--- config.mk ---
export PLATFORM = sky130hd
export DESIGN_NAME = json_string_unescape_decoder
export DESIGN_NICKNAME = d
export VERILOG_FILES = /design/src/rtl/jsud_pkg.sv /design/src/rtl/json_string_unescape_decoder.sv /design/src/rtl/jsud_front.sv /design/src/rtl/jsud_queue.sv /design/src/rtl/jsud_back.sv
export SDC_FILE = /design/constraint.sdc
export NUM_CORES = 1
export LEC_CHECK = 0
export BUFFER_PORTS_ARGS = -buffer_cell sky130_fd_sc_hd__buf_2
export CAP_MARGIN = 30
export CORE_MARGIN = 1
export CORE_UTILIZATION = 56
export CTS_CLUSTER_DIAMETER = 100
export DETAILED_ROUTE_END_ITERATION = 6
export HOLD_SLACK_MARGIN = 0.15
export PLACE_DENSITY = 0.76
export SETUP_SLACK_MARGIN = 0.15
export SYNTH_ARGS = -nofsm -noshare
export SYNTH_HDL_FRONTEND = slang
export SYNTH_SLANG_ARGS = --single-unit
--- constraint.sdc ---
create_clock -name clk -period 2.85 [get_ports clk]
set_input_delay 0.57 -clock clk [delete_from_list [all_inputs] [get_ports clk]]
set_output_delay 0.57 -clock clk [all_outputs]
set_load 0.02 [all_outputs]
--- src/rtl/jsud_pkg.sv ---
`timescale 1ns / 1ps
package jsud_pkg;

	// Result kinds.
	localparam logic [1:0] KIND_DATA  = 2'd0;
	localparam logic [1:0] KIND_END   = 2'd1;
	localparam logic [1:0] KIND_ERROR = 2'd2;

	// Error codes.
	localparam logic [2:0] ERR_NONE       = 3'd0;
	localparam logic [2:0] ERR_NUL_BYTE   = 3'd1;
	localparam logic [2:0] ERR_BAD_ESCAPE = 3'd2;
	localparam logic [2:0] ERR_BAD_HEX    = 3'd3;
	localparam logic [2:0] ERR_NUL_CODE   = 3'd4;
	localparam logic [2:0] ERR_LONE_LOW   = 3'd5;
	localparam logic [2:0] ERR_NO_LOW     = 3'd6;

	// One queue entry holds every result caused by one input byte.
	// last_idx is the index of the final result; bytes[0] goes out first.
	typedef struct packed {
		logic [1:0]      kind;
		logic [2:0]      err;
		logic [1:0]      last_idx;
		logic [3:0][7:0] bytes;
	} burst_t;

endpackage

--- src/rtl/json_string_unescape_decoder.sv ---
`timescale 1ns / 1ps
// JSON string body decoder.
// The source channel (src_valid, src_stall, in_byte) carries the string body one
// byte per request, starting after the opening quote. The result channel
// (res_valid, res_stall, kind, data_byte, error_code, last) gives decoded bytes,
// an end marker on the closing quote, or an error; last flags the final result
// caused by one input byte. Escape prefixes and partial \u sequences give none.
// A front scanner classifies one byte per cycle while the queue has room and
// writes all of its results (up to four) as one entry into a QUEUE_DEPTH-entry
// queue; the back end drains one result per cycle into an output register.
// The first result of a byte is written into the queue entry and then into the
// output register. Throughput: one byte per cycle while the queue has room; the
// result side moves one result per cycle unless res_stall holds it, so a byte
// yielding n results holds the back end for all n; the queue takes up the slack.
// src_stall is high only while the queue is full. A stalled result holds its
// value. Reset clears the scanner to normal text mode and empties the queue.
module json_string_unescape_decoder
	import jsud_pkg::*;
#(
	parameter int QUEUE_DEPTH = 4
) (
	input  logic       clk,
	input  logic       arst_n,
	input  logic       src_valid,
	output logic       src_stall,
	input  logic [7:0] in_byte,
	output logic       res_valid,
	input  logic       res_stall,
	output logic [1:0] kind,
	output logic [7:0] data_byte,
	output logic [2:0] error_code,
	output logic       last
);

	logic   full;
	logic   push;
	burst_t push_data;
	logic   pop;
	logic   head_valid;
	burst_t head;

	assign src_stall = full;

	jsud_front u_front (
		.clk       (clk),
		.arst_n    (arst_n),
		.take      (src_valid && !full),
		.in_byte   (in_byte),
		.push      (push),
		.push_data (push_data)
	);

	jsud_queue #(
		.DEPTH (QUEUE_DEPTH)
	) u_queue (
		.clk        (clk),
		.arst_n     (arst_n),
		.push       (push),
		.push_data  (push_data),
		.full       (full),
		.pop        (pop),
		.head_valid (head_valid),
		.head       (head)
	);

	jsud_back u_back (
		.clk        (clk),
		.arst_n     (arst_n),
		.head_valid (head_valid),
		.head       (head),
		.pop        (pop),
		.res_valid  (res_valid),
		.res_stall  (res_stall),
		.kind       (kind),
		.data_byte  (data_byte),
		.error_code (error_code),
		.last       (last)
	);

endmodule

--- src/rtl/jsud_front.sv ---
`timescale 1ns / 1ps
module jsud_front
	import jsud_pkg::*;
(
	input  logic         clk,
	input  logic         arst_n,
	input  logic         take,
	input  logic [7:0]   in_byte,
	output logic         push,
	output burst_t       push_data
);

	typedef enum logic [4:0] {
		MODE_TEXT     = 5'b00001,
		MODE_ESC      = 5'b00010,
		MODE_HEX      = 5'b00100,
		MODE_WANT_BSL = 5'b01000,
		MODE_WANT_U   = 5'b10000
	} mode_t;

	localparam logic [7:0] CH_QUOTE = 8'h22;
	localparam logic [7:0] CH_BSL   = 8'h5c;
	localparam logic [7:0] CH_SLASH = 8'h2f;
	localparam logic [7:0] CH_B     = 8'h62;
	localparam logic [7:0] CH_F     = 8'h66;
	localparam logic [7:0] CH_N     = 8'h6e;
	localparam logic [7:0] CH_R     = 8'h72;
	localparam logic [7:0] CH_T     = 8'h74;
	localparam logic [7:0] CH_U     = 8'h75;
	localparam logic [7:0] CH_NUL   = 8'h00;

	mode_t       mode_q, mode_d;
	logic [1:0]  hex_cnt_q, hex_cnt_d;
	logic [15:0] accum_q, accum_d;
	logic        high_pend_q, high_pend_d;
	logic [9:0]  high_bits_q, high_bits_d;

	logic        hex_ok;
	logic [3:0]  hex_digit;
	logic [15:0] acc_new;
	logic [20:0] cp;
	logic        gen;
	burst_t      ent;

	always_comb begin
		hex_ok    = 1'b0;
		hex_digit = in_byte[3:0];
		if (in_byte >= 8'h30 && in_byte <= 8'h39) begin
			hex_ok = 1'b1;
		end else if ((in_byte >= 8'h61 && in_byte <= 8'h66) ||
				(in_byte >= 8'h41 && in_byte <= 8'h46)) begin
			hex_ok    = 1'b1;
			hex_digit = in_byte[3:0] + 4'd9;
		end
	end

	assign acc_new = {accum_q[11:0], hex_digit};
	// Supplementary code point from the pending high half and a low half.
	assign cp = 21'h10000 + {1'b0, high_bits_q, acc_new[9:0]};

	always_comb begin
		mode_d      = mode_q;
		hex_cnt_d   = hex_cnt_q;
		accum_d     = accum_q;
		high_pend_d = high_pend_q;
		high_bits_d = high_bits_q;
		gen          = 1'b0;
		ent.kind     = KIND_DATA;
		ent.err      = ERR_NONE;
		ent.last_idx = 2'd0;
		ent.bytes    = '0;

		unique case (mode_q)
			MODE_ESC: begin
				mode_d = MODE_TEXT;
				gen    = 1'b1;
				case (in_byte)
					CH_QUOTE, CH_BSL, CH_SLASH: ent.bytes[0] = in_byte;
					CH_B: ent.bytes[0] = 8'h08;
					CH_F: ent.bytes[0] = 8'h0c;
					CH_N: ent.bytes[0] = 8'h0a;
					CH_R: ent.bytes[0] = 8'h0d;
					CH_T: ent.bytes[0] = 8'h09;
					CH_U: begin
						gen       = 1'b0;
						mode_d    = MODE_HEX;
						hex_cnt_d = 2'd0;
						accum_d   = 16'd0;
					end
					default: begin
						ent.kind = KIND_ERROR;
						ent.err  = ERR_BAD_ESCAPE;
					end
				endcase
			end
			MODE_HEX: begin
				if (!hex_ok) begin
					gen      = 1'b1;
					ent.kind = KIND_ERROR;
					ent.err  = ERR_BAD_HEX;
				end else if (hex_cnt_q != 2'd3) begin
					accum_d   = acc_new;
					hex_cnt_d = hex_cnt_q + 2'd1;
				end else begin
					accum_d   = 16'd0;
					hex_cnt_d = 2'd0;
					mode_d    = MODE_TEXT;
					gen       = 1'b1;
					if (high_pend_q) begin
						if (acc_new < 16'hdc00 || acc_new > 16'hdfff) begin
							ent.kind = KIND_ERROR;
							ent.err  = ERR_NO_LOW;
						end else begin
							ent.last_idx = 2'd3;
							ent.bytes[0] = 8'hf0 | {5'd0, cp[20:18]};
							ent.bytes[1] = 8'h80 | {2'd0, cp[17:12]};
							ent.bytes[2] = 8'h80 | {2'd0, cp[11:6]};
							ent.bytes[3] = 8'h80 | {2'd0, cp[5:0]};
							high_pend_d  = 1'b0;
							high_bits_d  = 10'd0;
						end
					end else if (acc_new == 16'd0) begin
						ent.kind = KIND_ERROR;
						ent.err  = ERR_NUL_CODE;
					end else if (acc_new < 16'h0080) begin
						ent.bytes[0] = acc_new[7:0];
					end else if (acc_new < 16'h0800) begin
						ent.last_idx = 2'd1;
						ent.bytes[0] = 8'hc0 | {3'd0, acc_new[10:6]};
						ent.bytes[1] = 8'h80 | {2'd0, acc_new[5:0]};
					end else if (acc_new >= 16'hd800 && acc_new <= 16'hdbff) begin
						// High half: wait for the low half, nothing goes out yet.
						gen         = 1'b0;
						high_pend_d = 1'b1;
						high_bits_d = acc_new[9:0];
						mode_d      = MODE_WANT_BSL;
					end else if (acc_new >= 16'hdc00 && acc_new <= 16'hdfff) begin
						ent.kind = KIND_ERROR;
						ent.err  = ERR_LONE_LOW;
					end else begin
						ent.last_idx = 2'd2;
						ent.bytes[0] = 8'he0 | {4'd0, acc_new[15:12]};
						ent.bytes[1] = 8'h80 | {2'd0, acc_new[11:6]};
						ent.bytes[2] = 8'h80 | {2'd0, acc_new[5:0]};
					end
				end
			end
			MODE_WANT_BSL: begin
				if (in_byte != CH_BSL) begin
					gen      = 1'b1;
					ent.kind = KIND_ERROR;
					ent.err  = ERR_NO_LOW;
				end else begin
					mode_d = MODE_WANT_U;
				end
			end
			MODE_WANT_U: begin
				if (in_byte != CH_U) begin
					gen      = 1'b1;
					ent.kind = KIND_ERROR;
					ent.err  = ERR_NO_LOW;
				end else begin
					mode_d    = MODE_HEX;
					hex_cnt_d = 2'd0;
					accum_d   = 16'd0;
				end
			end
			default: begin
				// Normal text; unused codes behave the same way.
				mode_d = MODE_TEXT;
				if (in_byte == CH_QUOTE) begin
					gen      = 1'b1;
					ent.kind = KIND_END;
				end else if (in_byte == CH_BSL) begin
					mode_d = MODE_ESC;
				end else if (in_byte == CH_NUL) begin
					gen      = 1'b1;
					ent.kind = KIND_ERROR;
					ent.err  = ERR_NUL_BYTE;
				end else begin
					gen          = 1'b1;
					ent.bytes[0] = in_byte;
				end
			end
		endcase

		// An end or an error returns the scanner to idle.
		if (gen && ent.kind != KIND_DATA) begin
			mode_d      = MODE_TEXT;
			hex_cnt_d   = 2'd0;
			accum_d     = 16'd0;
			high_pend_d = 1'b0;
			high_bits_d = 10'd0;
		end
	end

	always_ff @(posedge clk or negedge arst_n) begin
		if (!arst_n) begin
			mode_q      <= MODE_TEXT;
			hex_cnt_q   <= 2'd0;
			accum_q     <= 16'd0;
			high_pend_q <= 1'b0;
			high_bits_q <= 10'd0;
		end else if (take) begin
			mode_q      <= mode_d;
			hex_cnt_q   <= hex_cnt_d;
			accum_q     <= accum_d;
			high_pend_q <= high_pend_d;
			high_bits_q <= high_bits_d;
		end
	end

	assign push      = take && gen;
	assign push_data = ent;

	assert property (@(posedge clk) disable iff (!arst_n)
		high_pend_q |-> (mode_q == MODE_WANT_BSL || mode_q == MODE_WANT_U ||
			mode_q == MODE_HEX))
		else $error("surrogate pending outside the low-half sequence");

	assert property (@(posedge clk) disable iff (!arst_n)
		(mode_q != MODE_HEX) |-> (hex_cnt_q == 2'd0))
		else $error("hex digit count left nonzero outside hex mode");

endmodule

--- src/rtl/jsud_queue.sv ---
`timescale 1ns / 1ps
module jsud_queue
	import jsud_pkg::*;
#(
	parameter int DEPTH = 4
) (
	input  logic   clk,
	input  logic   arst_n,
	input  logic   push,
	input  burst_t push_data,
	output logic   full,
	input  logic   pop,
	output logic   head_valid,
	output burst_t head
);

	localparam int AW = (DEPTH > 1) ? $clog2(DEPTH) : 1;
	localparam int CW = $clog2(DEPTH + 1);

	burst_t          mem_q [DEPTH];
	logic [AW-1:0]   wr_ptr_q, rd_ptr_q;
	logic [CW-1:0]   cnt_q;

	assign full       = (cnt_q == CW'(DEPTH));
	assign head_valid = (cnt_q != '0);
	assign head       = mem_q[rd_ptr_q];

	always_ff @(posedge clk) begin
		if (push) begin
			mem_q[wr_ptr_q] <= push_data;
		end
	end

	always_ff @(posedge clk or negedge arst_n) begin
		if (!arst_n) begin
			wr_ptr_q <= '0;
			rd_ptr_q <= '0;
			cnt_q    <= '0;
		end else begin
			if (push) begin
				wr_ptr_q <= (wr_ptr_q == AW'(DEPTH - 1)) ? '0 : wr_ptr_q + AW'(1);
			end
			if (pop) begin
				rd_ptr_q <= (rd_ptr_q == AW'(DEPTH - 1)) ? '0 : rd_ptr_q + AW'(1);
			end
			if (push && !pop) begin
				cnt_q <= cnt_q + CW'(1);
			end else if (pop && !push) begin
				cnt_q <= cnt_q - CW'(1);
			end
		end
	end

	assert property (@(posedge clk) disable iff (!arst_n) !(push && full))
		else $error("request written into a full queue");

	assert property (@(posedge clk) disable iff (!arst_n) !(pop && !head_valid))
		else $error("request taken from an empty queue");

endmodule

--- src/rtl/jsud_back.sv ---
`timescale 1ns / 1ps
module jsud_back
	import jsud_pkg::*;
(
	input  logic         clk,
	input  logic         arst_n,
	input  logic         head_valid,
	input  burst_t       head,
	output logic         pop,
	output logic         res_valid,
	input  logic         res_stall,
	output logic [1:0]   kind,
	output logic [7:0]   data_byte,
	output logic [2:0]   error_code,
	output logic         last
);

	logic [1:0] idx_q;
	logic       load;
	logic       is_last;

	logic       vld_q;
	logic [1:0] kind_q;
	logic [7:0] data_q;
	logic [2:0] err_q;
	logic       last_q;

	assign load    = head_valid && (!vld_q || !res_stall);
	assign is_last = (idx_q == head.last_idx);
	assign pop     = load && is_last;

	always_ff @(posedge clk or negedge arst_n) begin
		if (!arst_n) begin
			vld_q <= 1'b0;
			idx_q <= 2'd0;
		end else begin
			if (load) begin
				vld_q <= 1'b1;
				idx_q <= is_last ? 2'd0 : idx_q + 2'd1;
			end else if (!res_stall) begin
				vld_q <= 1'b0;
			end
		end
	end

	always_ff @(posedge clk) begin
		if (load) begin
			kind_q <= head.kind;
			data_q <= head.bytes[idx_q];
			err_q  <= head.err;
			last_q <= is_last;
		end
	end

	assign res_valid  = vld_q;
	assign kind       = kind_q;
	assign data_byte  = data_q;
	assign error_code = err_q;
	assign last       = last_q;

	assert property (@(posedge clk) disable iff (!arst_n)
		(vld_q && kind_q != KIND_DATA) |-> last_q)
		else $error("end or error result not marked last");

	assert property (@(posedge clk) disable iff (!arst_n)
		(vld_q && kind_q != KIND_ERROR) |-> (err_q == ERR_NONE))
		else $error("error code on a non-error result");

endmodule
==> impl_metrics.prom, run 1 <==
# TYPE chip_impl_metric gauge
chip_impl_metric{name="worst_voltage_drop_across_the_vdd_grid",unit="mV"} 0.410
chip_impl_metric{name="async_flop_share",unit="%"} 20.6
chip_impl_metric{name="power_density",unit="nW/um2"} 835
chip_impl_metric{name="slowest_delay",unit="ns"} 0.44
chip_impl_info{name="grt_setup_unrepaired",value="no"} 1
chip_impl_metric{name="detail_route.first_pass.iterations",unit=""} 7
chip_impl_metric{name="tightestPinTransition",unit="ns"} 0.899
chip_impl_info{name="run_status",value="complete, no violations"} 1
chip_impl_metric{name="finalSetupViolCount",unit=""} 0
chip_impl_metric{name="chipWidth",unit="um"} 127
chip_impl_metric{name="cts.sink_count",unit=""} 194
chip_impl_metric{name="instances_no_fill",unit=""} 890
chip_impl_metric{name="finalWirelength",unit="um"} 19700
chip_impl_metric{name="min_period_over_period",unit="%"} 91.6
chip_impl_metric{name="cts_inserted_buffers",unit=""} 17
chip_impl_metric{name="cts_setup_buffers",unit=""} 0
chip_impl_metric{name="number_of_synthesized_register_bits",unit=""} 194
chip_impl_metric{name="yosys.area_share.simple",unit="%"} 9.99
chip_impl_info{name="timing.critical_path.cells",value="buf_2 -> nor4bb_1 -> and3_1 -> o22ai_1 -> nor4_4 -> a21oi_4 -> ha_4 -> inv_2 -> fa_2 -> mux2_2"} 1
chip_impl_metric{name="drt-vias-per-instance",unit=""} 6.25
chip_impl_metric{name="place_inst",unit=""} 856
chip_impl_metric{name="synth.cell_area",unit="um2"} 8820
chip_impl_metric{name="timing.final.hold_violations",unit=""} 0
chip_impl_metric{name="timing.max_slew.rel_slack",unit="%"} 39.6
chip_impl_metric{name="place.port_buffers",unit=""} 27
chip_impl_info{name="timing.critical_path.from_type",value="input port"} 1
chip_impl_metric{name="grt-ovfl-total",unit=""} 0
chip_impl_metric{name="period_needed",unit="ns"} 2.61
chip_impl_metric{name="gr-usage-all-layers",unit="%"} 26.3
chip_impl_metric{name="fp.dieH",unit="um"} 127
chip_impl_metric{name="synth_mux_area_share",unit="%"} 11.6
chip_impl_info{name="cp-startpoint",value="in_byte[3]"} 1
chip_impl_metric{name="n_antenna_cell",unit=""} 0
chip_impl_metric{name="power.share.sequential",unit="%"} 44.4
chip_impl_metric{name="synth_cells",unit=""} 576
chip_impl_metric{name="synth.yosys.seq_area_share",unit="%"} 63.8
chip_impl_metric{name="timing.clock.skew",unit="ns"} 0.00996
chip_impl_metric{name="antenna_found_initial",unit=""} 0
chip_impl_metric{name="initial_core_utilization",unit="%"} 57.8
chip_impl_metric{name="clock_network_latency_to_the_later_pin_of_the_worst_skew_pair",unit="ns"} 0.43
chip_impl_metric{name="final_antenna_net_count",unit=""} 0
chip_impl_metric{name="finalMaxSlewViolations",unit=""} 0
chip_impl_metric{name="critPathRequiredTime",unit="ns"} 3.17
chip_impl_metric{name="drt_wl_cell",unit="um"} 22.2
chip_impl_metric{name="grt_start_max_net_pins",unit=""} 41
chip_impl_metric{name="area_growth_syn_to_layout",unit="%"} 18.1
chip_impl_metric{name="internal_power",unit="W"} 0.00622
chip_impl_info{name="postSynth.topFlopCell",value="edfxtp_1"} 1
chip_impl_metric{name="dpl_cell_area",unit="um2"} 9750
chip_impl_info{name="min_path_type",value="in2reg"} 1
chip_impl_metric{name="timing.critical_path.arrival",unit="ns"} 2.93
chip_impl_info{name="root_buffer",value="clkbuf_16"} 1
chip_impl_metric{name="detailed_place_hpwl",unit="um"} 13500
chip_impl_metric{name="net-switching-power",unit="W"} 0.00248
chip_impl_metric{name="core.rowCount",unit=""} 45
chip_impl_metric{name="p_leak",unit="nW"} 3.89
chip_impl_info{name="critPathKind",value="in2reg"} 1
chip_impl_metric{name="cts_max_level",unit=""} 4
chip_impl_metric{name="starting_drc_count_in_detailed_routing",unit=""} 435
chip_impl_metric{name="synth_compound_area_share",unit="%"} 9.34
chip_impl_metric{name="yosysWarnings",unit=""} 0
chip_impl_metric{name="switching_share",unit="%"} 28.5
chip_impl_metric{name="floorplan.die_area",unit="um2"} 16200
chip_impl_info{name="type_of_element_capturing_the_critical_path",value="flop"} 1
chip_impl_metric{name="p_clk_share",unit="%"} 28.0
chip_impl_info{name="timing.rr.start",value="u_front.accum_q[9]"} 1
chip_impl_metric{name="layout-drive-gt1-share",unit="%"} 31.2
chip_impl_metric{name="detailroute.via_count",unit=""} 5564
chip_impl_info{name="tritoncts",value="yes"} 1
chip_impl_metric{name="number_of_nets_in_the_layout",unit=""} 692
chip_impl_metric{name="grt_pass1_vias",unit=""} 5500
chip_impl_metric{name="final_util",unit="%"} 68.2
chip_impl_metric{name="drc",unit=""} 0
chip_impl_metric{name="grt_pass1_wl",unit="um"} 31100
chip_impl_metric{name="synth_fa_ha_area_share",unit="%"} 2.07
chip_impl_metric{name="timing.setup.tns",unit="ns"} 0
chip_impl_metric{name="place_congestion",unit=""} 0.937
chip_impl_metric{name="final.fill_count",unit=""} 1039
chip_impl_info{name="critical-path-slowest-cell",value="nor4bb_1"} 1
chip_impl_metric{name="ctsLongestPathBuffers",unit=""} 2
chip_impl_metric{name="clkSlewWorstSetupHoldPaths",unit="ns"} 0.07
chip_impl_metric{name="combinationalPowerShare",unit="%"} 27.7
chip_impl_metric{name="synth_fp_nets",unit=""} 602
chip_impl_info{name="min_from",value="res_stall"} 1
chip_impl_metric{name="synth_edf_count",unit=""} 154
chip_impl_metric{name="synthesis.area_per_instance",unit="um2"} 15.3
chip_impl_metric{name="finish.instance_area",unit="um2"} 10400
chip_impl_metric{name="core-area",unit="um2"} 15300
chip_impl_metric{name="timing.max_cap.violations",unit=""} 0
chip_impl_info{name="combinational_family_with_the_most_area_after_synthesis",value="multiplexers"} 1
chip_impl_metric{name="crit_fanout",unit=""} 3
chip_impl_metric{name="ioPinCount",unit=""} 28
chip_impl_metric{name="timing.fmax",unit="MHz"} 383
chip_impl_metric{name="synth_xor_xnor_area_share",unit="%"} 1.09
chip_impl_metric{name="whs",unit="ns"} 0.367
chip_impl_metric{name="yosysUniqueCellTypes",unit=""} 73
==> worst max-delay path, delay by kind of cell <==
kind / cells / cell delay, ns
simple gates: 3 / 1.06
fa+ha+maj: 2 / 0.61
compound gates: 2 / 0.26
mux: 1 / 0.26
buf+inv: 2 / 0.17
==> per-stage QoR <==
step                setup slack [ns]  power (W)
floorplan                    -0.0960    0.00552
global placement              -0.116    0.00622
detailed placement            -0.198    0.00633
CTS                            0.153    0.00877
global route                   0.159    0.00908
finish                         0.241    0.00870
==> layer usage <==
layer / global-route usage [%] / share of wire (%) / up-vias
li1: - / - / 2486
met1: 36.2 / 43 / 2814
met2: 41.6 / 49 / 220
met3: 5.07 / 5.9 / 44
met4: 10.9 / 2.8 / 0
met5: 0 / 0 / -
==> cell families (layout without fill, tap and decap cells) <==
group           after synthesis  after routing
simple gates                157            157
xor+xnor                     11             11
flops                       194            194
compound gates              112            112
buf+inv                      39            142
fa+ha+maj                    14             14
mux                          49             49
==> final timing paths <==
kind / end / depth (start not counted) / slack [ns]
max: u_queue.cnt_q[1] / 10 / 0.24
min: u_back.res_valid / 3 / 0.37
max reg2reg: u_queue.cnt_q[1] / 9 / 0.25
min reg2reg: u_front.high_bits_q[2] / 1 / 0.50
max in group asynchronous: u_front.mode_q[0] / 3 / 1.92
min in group asynchronous: u_front.mode_q[4] / 2 / 0.47
==> synthesized netlist by cell type (8+ instances only) <==
cell type	n	area [um2]
nor3_1	9	45.0
and2_1	9	56.3
inv_1	8	30.0
mux4_2	42	946
edfxtp_1	154	4620
dfrtp_1	39	976
o21ai_0	24	120
a21oi_1	13	65.1
clkbuf_1	16	60.1
a22o_1	24	210
nand2_1	34	128
ha_1	13	163
nor2_1	37	139
nand3_1	15	75.1
buf_2	11	55.1
==> cell type report <==
| type | count | area, um2 | area share [%] |
|---|---|---|---|
| flip-flops and latches | 194 | 5630 | 54.1 |
| repair buffers | 101 | 768 | 7.38 |
| clock inverters | 14 | 175 | 1.68 |
| well taps | 211 | 264 | 2.54 |
| inverters | 9 | 46.3 | 0.445 |
| clock buffers | 18 | 439 | 4.22 |
| multi-input cells | 343 | 3090 | 29.7 |
==> layout by cell type (no fill, tap or decap), types with 4 or more instances in the layout <==
cell | netlist | layout
a211o_1 | 4 | 4
a21o_1 | 7 | 7
a21oi_1 | 13 | 12
a22o_1 | 24 | 24
and2_1 | 9 | 5
and2_2 | 0 | 4
and3_1 | 5 | 5
buf_12 | 0 | 6
buf_2 | 11 | 27
buf_4 | 0 | 67
clkbuf_16 | 0 | 17
dfrtp_1 | 39 | 38
edfxtp_1 | 154 | 154
ha_1 | 13 | 10
inv_1 | 8 | 5
inv_6 | 0 | 5
mux4_2 | 42 | 42
nand2_1 | 34 | 33
nand2b_1 | 4 | 4
nand3_1 | 15 | 14
nand4_1 | 4 | 4
nor2_1 | 37 | 34
nor2b_1 | 4 | 4
nor3_1 | 9 | 9
nor4_1 | 4 | 4
o21ai_0 | 24 | 24
o2bb2ai_1 | 7 | 7
or3_1 | 4 | 4
xnor2_1 | 4 | 4
xor2_1 | 7 | 7
==> repair_timing <==
action                                  in CTS  in global routing
endpoints found under the setup margin       1                  6
cloned                                       0                  0
hold endpoints to repair                     0                  2
resized for setup                            1                  5
hold buffers                                 0                  1
==> sequential cells by signal, indices dropped and copies added, names as in the netlist <==
name	cells
u_front.mode_q	5
u_queue.wr_ptr_q	2
u_front.accum_q	12
u_back.res_valid	1
u_back.data_byte	8
u_front.hex_cnt_q	2
u_queue.rd_ptr_q	2
u_queue.cnt_q	3
u_queue.mem_q	140
u_front.high_pend_q	1
u_front.high_bits_q	10
u_back.kind	2
u_back.error_code	3
u_back.last	1
u_back.idx_q	2
==> power by group through the flow <==
stage | sequential [W] | clock (W) | combinational (W)
floorplan | 0.00400 | 0 | 0.00151
global placement | 0.00388 | 0 | 0.00234
global route | 0.00391 | 0.00258 | 0.00259
CTS | 0.00386 | 0.00247 | 0.00244
finish | 0.00386 | 0.00243 | 0.00241
detailed placement | 0.00392 | 0 | 0.00241
Note: power is estimated with default switching activity, not from simulation.
==> inputs of run 2 (changes only) <==
CORE_UTILIZATION = 58   (was 56)
CTS_BUF_LIST = sky130_fd_sc_hd__clkbuf_8   (was not set)
PLACE_DENSITY = 0.78   (was 0.76)
==> run 2 against run 1 <==
Critical path type is now reg2reg; maximum frequency increased by 0.67%; sequential power hardly changed; critical endpoint unchanged; critical path depth down 1; clock-buffer cell count unchanged.
==> impl_metrics.prom, run 2 (same netlist as run 1, synthesis figures left out) <==
# TYPE chip_impl_metric gauge
chip_impl_info{name="root_buffer",value="clkbuf_8"} 1
chip_impl_metric{name="timing.final.hold_violations",unit=""} 0
chip_impl_metric{name="switching_share",unit="%"} 30.4
chip_impl_metric{name="timing.critical_path.arrival",unit="ns"} 2.95
chip_impl_metric{name="detailed_place_hpwl",unit="um"} 13700
chip_impl_info{name="most_frequent_cells_in_the_layout",value="edfxtp_1, buf_4, mux4_2"} 1
chip_impl_metric{name="slowest_delay",unit="ns"} 0.44
chip_impl_metric{name="period_needed",unit="ns"} 2.59
chip_impl_metric{name="place.port_buffers",unit=""} 27
chip_impl_metric{name="critPathRequiredTime",unit="ns"} 3.21
chip_impl_metric{name="n_antenna_cell",unit=""} 0
chip_impl_metric{name="whs",unit="ns"} 0.211
chip_impl_metric{name="area_growth_syn_to_layout",unit="%"} 14.2
chip_impl_metric{name="detail_route.first_pass.iterations",unit=""} 5
chip_impl_metric{name="minimum_setup_slack_among_reg_to_reg_paths",unit="ns"} 0.26
chip_impl_metric{name="net-switching-power",unit="W"} 0.00240
chip_impl_metric{name="tightestPinTransition",unit="ns"} 0.917
chip_impl_metric{name="timing.max_cap.violations",unit=""} 0
chip_impl_metric{name="ioPinCount",unit=""} 28
chip_impl_metric{name="worst_voltage_drop_across_the_vdd_grid",unit="mV"} 0.568
chip_impl_metric{name="number_of_nets_in_the_layout",unit=""} 684
chip_impl_metric{name="clkSlewWorstSetupHoldPaths",unit="ns"} 0.10
chip_impl_metric{name="internal_power",unit="W"} 0.00550
chip_impl_info{name="largest_register",value="u_queue.mem_q"} 1
chip_impl_metric{name="timing.setup.tns",unit="ns"} 0
chip_impl_metric{name="grt_pass1_wl",unit="um"} 31600
chip_impl_info{name="timing.critical_path.from_type",value="flop"} 1
chip_impl_metric{name="finalWirelength",unit="um"} 19700
chip_impl_metric{name="initial_core_utilization",unit="%"} 60.0
chip_impl_info{name="most_frequent_standard_cell_in_the_layout_excluding_fill_and_tap_cells",value="edfxtp_1"} 1
chip_impl_metric{name="design_power_total",unit="W"} 0.00790
chip_impl_metric{name="min_period_over_period",unit="%"} 91.0
chip_impl_metric{name="core-area",unit="um2"} 14700
chip_impl_metric{name="floorplan.die_area",unit="um2"} 15700
chip_impl_metric{name="power.share.sequential",unit="%"} 48.8
chip_impl_metric{name="place_congestion",unit=""} 0.974
chip_impl_metric{name="layout-drive-gt1-share",unit="%"} 29.9
chip_impl_metric{name="core.rowCount",unit=""} 44
chip_impl_metric{name="finalMaxSlewViolations",unit=""} 0
chip_impl_metric{name="fp.dieH",unit="um"} 125
chip_impl_metric{name="cts_max_level",unit=""} 4
chip_impl_info{name="min_path_type",value="in2async"} 1
chip_impl_metric{name="drc",unit=""} 0
chip_impl_metric{name="grt-ovfl-total",unit=""} 0
chip_impl_metric{name="timing.clock.skew",unit="ns"} 0.0125
chip_impl_metric{name="gr-usage-all-layers",unit="%"} 27.3
chip_impl_metric{name="p_leak",unit="nW"} 3.74
chip_impl_metric{name="drt-vias-per-instance",unit=""} 6.46
chip_impl_metric{name="p_clk_share",unit="%"} 20.9
chip_impl_metric{name="antenna_found_initial",unit=""} 0
chip_impl_metric{name="power_density",unit="nW/um2"} 784
chip_impl_metric{name="timing.fmax",unit="MHz"} 386
chip_impl_metric{name="cts_inserted_buffers",unit=""} 17
chip_impl_metric{name="grt_start_max_net_pins",unit=""} 41
chip_impl_info{name="grt_setup_unrepaired",value="yes"} 1
chip_impl_metric{name="chipWidth",unit="um"} 125
chip_impl_info{name="critical-path-slowest-cell",value="dfrtp_1"} 1
chip_impl_metric{name="final_antenna_net_count",unit=""} 0
chip_impl_metric{name="combinationalPowerShare",unit="%"} 30.2
chip_impl_metric{name="clock_network_latency_to_the_later_pin_of_the_worst_skew_pair",unit="ns"} 0.47
chip_impl_metric{name="detailroute.via_count",unit=""} 5516
chip_impl_metric{name="cts.sink_count",unit=""} 194
chip_impl_info{name="run_status",value="complete, no violations"} 1
chip_impl_metric{name="timing.max_slew.rel_slack",unit="%"} 38.9
chip_impl_metric{name="finalSetupViolCount",unit=""} 0
chip_impl_metric{name="largest_register_ffs",unit=""} 140
chip_impl_info{name="type_of_element_capturing_the_critical_path",value="flop"} 1
chip_impl_info{name="tritoncts",value="yes"} 1
chip_impl_metric{name="grt_pass1_vias",unit=""} 5670
chip_impl_info{name="timing.critical_path.cells",value="and4b_1 -> nand2_1 -> o31a_1 -> nor4_4 -> a21oi_4 -> ha_4 -> inv_2 -> fa_2 -> mux2_2"} 1
chip_impl_metric{name="ctsLongestPathBuffers",unit=""} 2
chip_impl_info{name="reg_top3",value="u_queue.mem_q: 140 flops, u_front.accum_q: 12 flops, u_front.high_bits_q: 10 flops"} 1
chip_impl_metric{name="drt_wl_cell",unit="um"} 23.0
chip_impl_info{name="critPathKind",value="reg2reg"} 1
chip_impl_metric{name="crit_fanout",unit=""} 5
chip_impl_metric{name="starting_drc_count_in_detailed_routing",unit=""} 499
==> run 2: cell types whose count changed in the layout (fill, tap and decap cells not counted), sizes merged <==
cell         before  now
dlygate4sd3       1    0
buf             100   93
inv              14   13
bufinv            3    1
clkinvlp          2    4
==> run 2: what timing repair did <==
| action | in CTS | in global routing |
|---|---|---|
| cloned | 0 | 0 |
| gates resized for setup | 1 | 3 |
| setup endpoints to repair | 1 | 2 |
| hold buffers | 0 | 0 |
| pin swaps | 0 | 0 |
| setup buffers | 1 | 0 |
==> run 2: layer usage <==
layer | track usage (%) | wire, um | up-vias
li1 | - | - | 2457
met1 | 36.7 | 8070 | 2792
met2 | 43.7 | 9660 | 223
met3 | 5.48 | 1230 | 44
met4 | 12.1 | 714 | 0
met5 | 0 | 0 | -
==> run 2: stage by stage <==
step	cells	setup WS (ns)	area [um2]	util, %
2_1_floorplan	576	-0.0960	8890	-
3_3_place_gp	822	-0.103	9680	65.9
3_5_place_dp	822	-0.181	9680	65.9
4_1_cts	854	0.256	10100	68.4
5_1_grt	854	0.130	10100	68.5
6_report	854	0.258	10100	68.5
==> run 2: power by group through the flow <==
stage	combinational (W)	clock (W)	sequential, W
after floorplan	0.00151	0	0.00400
final	0.00239	0.00165	0.00386
after global placement	0.00232	0	0.00389
after global routing	0.00259	0.00178	0.00391
after detailed placement	0.00238	0	0.00394
after CTS	0.00242	0.00167	0.00386
==> run 2: cell type report <==
| cell class | instances | area [um2] |
|---|---|---|
| multi-input combinational | 343 | 3090 |
| clock inverter | 13 | 115 |
| sequential | 194 | 5630 |
| timing repair buffer | 93 | 718 |
| clock buffer | 18 | 248 |
| inverter | 9 | 46.3 |
| fill | 991 | 4630 |
| tap | 184 | 230 |
==> run 2: worst max-delay path, delay by kind of cell, from the launching register on <==
family                   cells  cell delay (ns)
AND/OR/NAND/NOR              3             0.70
multiplexers                 1             0.27
flip-flops                   1             0.44
AO/OA/AOI/OAI                2             0.42
adder cells (fa/ha/maj)      2             0.60
buffers and inverters        1             0.05
==> run 2: final timing paths <==
path / start / end / cells past startpoint
setup / recovery: u_front.accum_q[9] / u_queue.cnt_q[1] / 9
hold / removal: arst_n / u_front.mode_q[4] / 1
setup reg to reg: u_front.accum_q[9] / u_queue.cnt_q[1] / 9
hold reg to reg: u_front.high_bits_q[0] / u_front.high_bits_q[0] / 1
max in group asynchronous: arst_n / u_queue.rd_ptr_q[0] / 1
min in group clk: res_stall / u_back.res_valid / 3
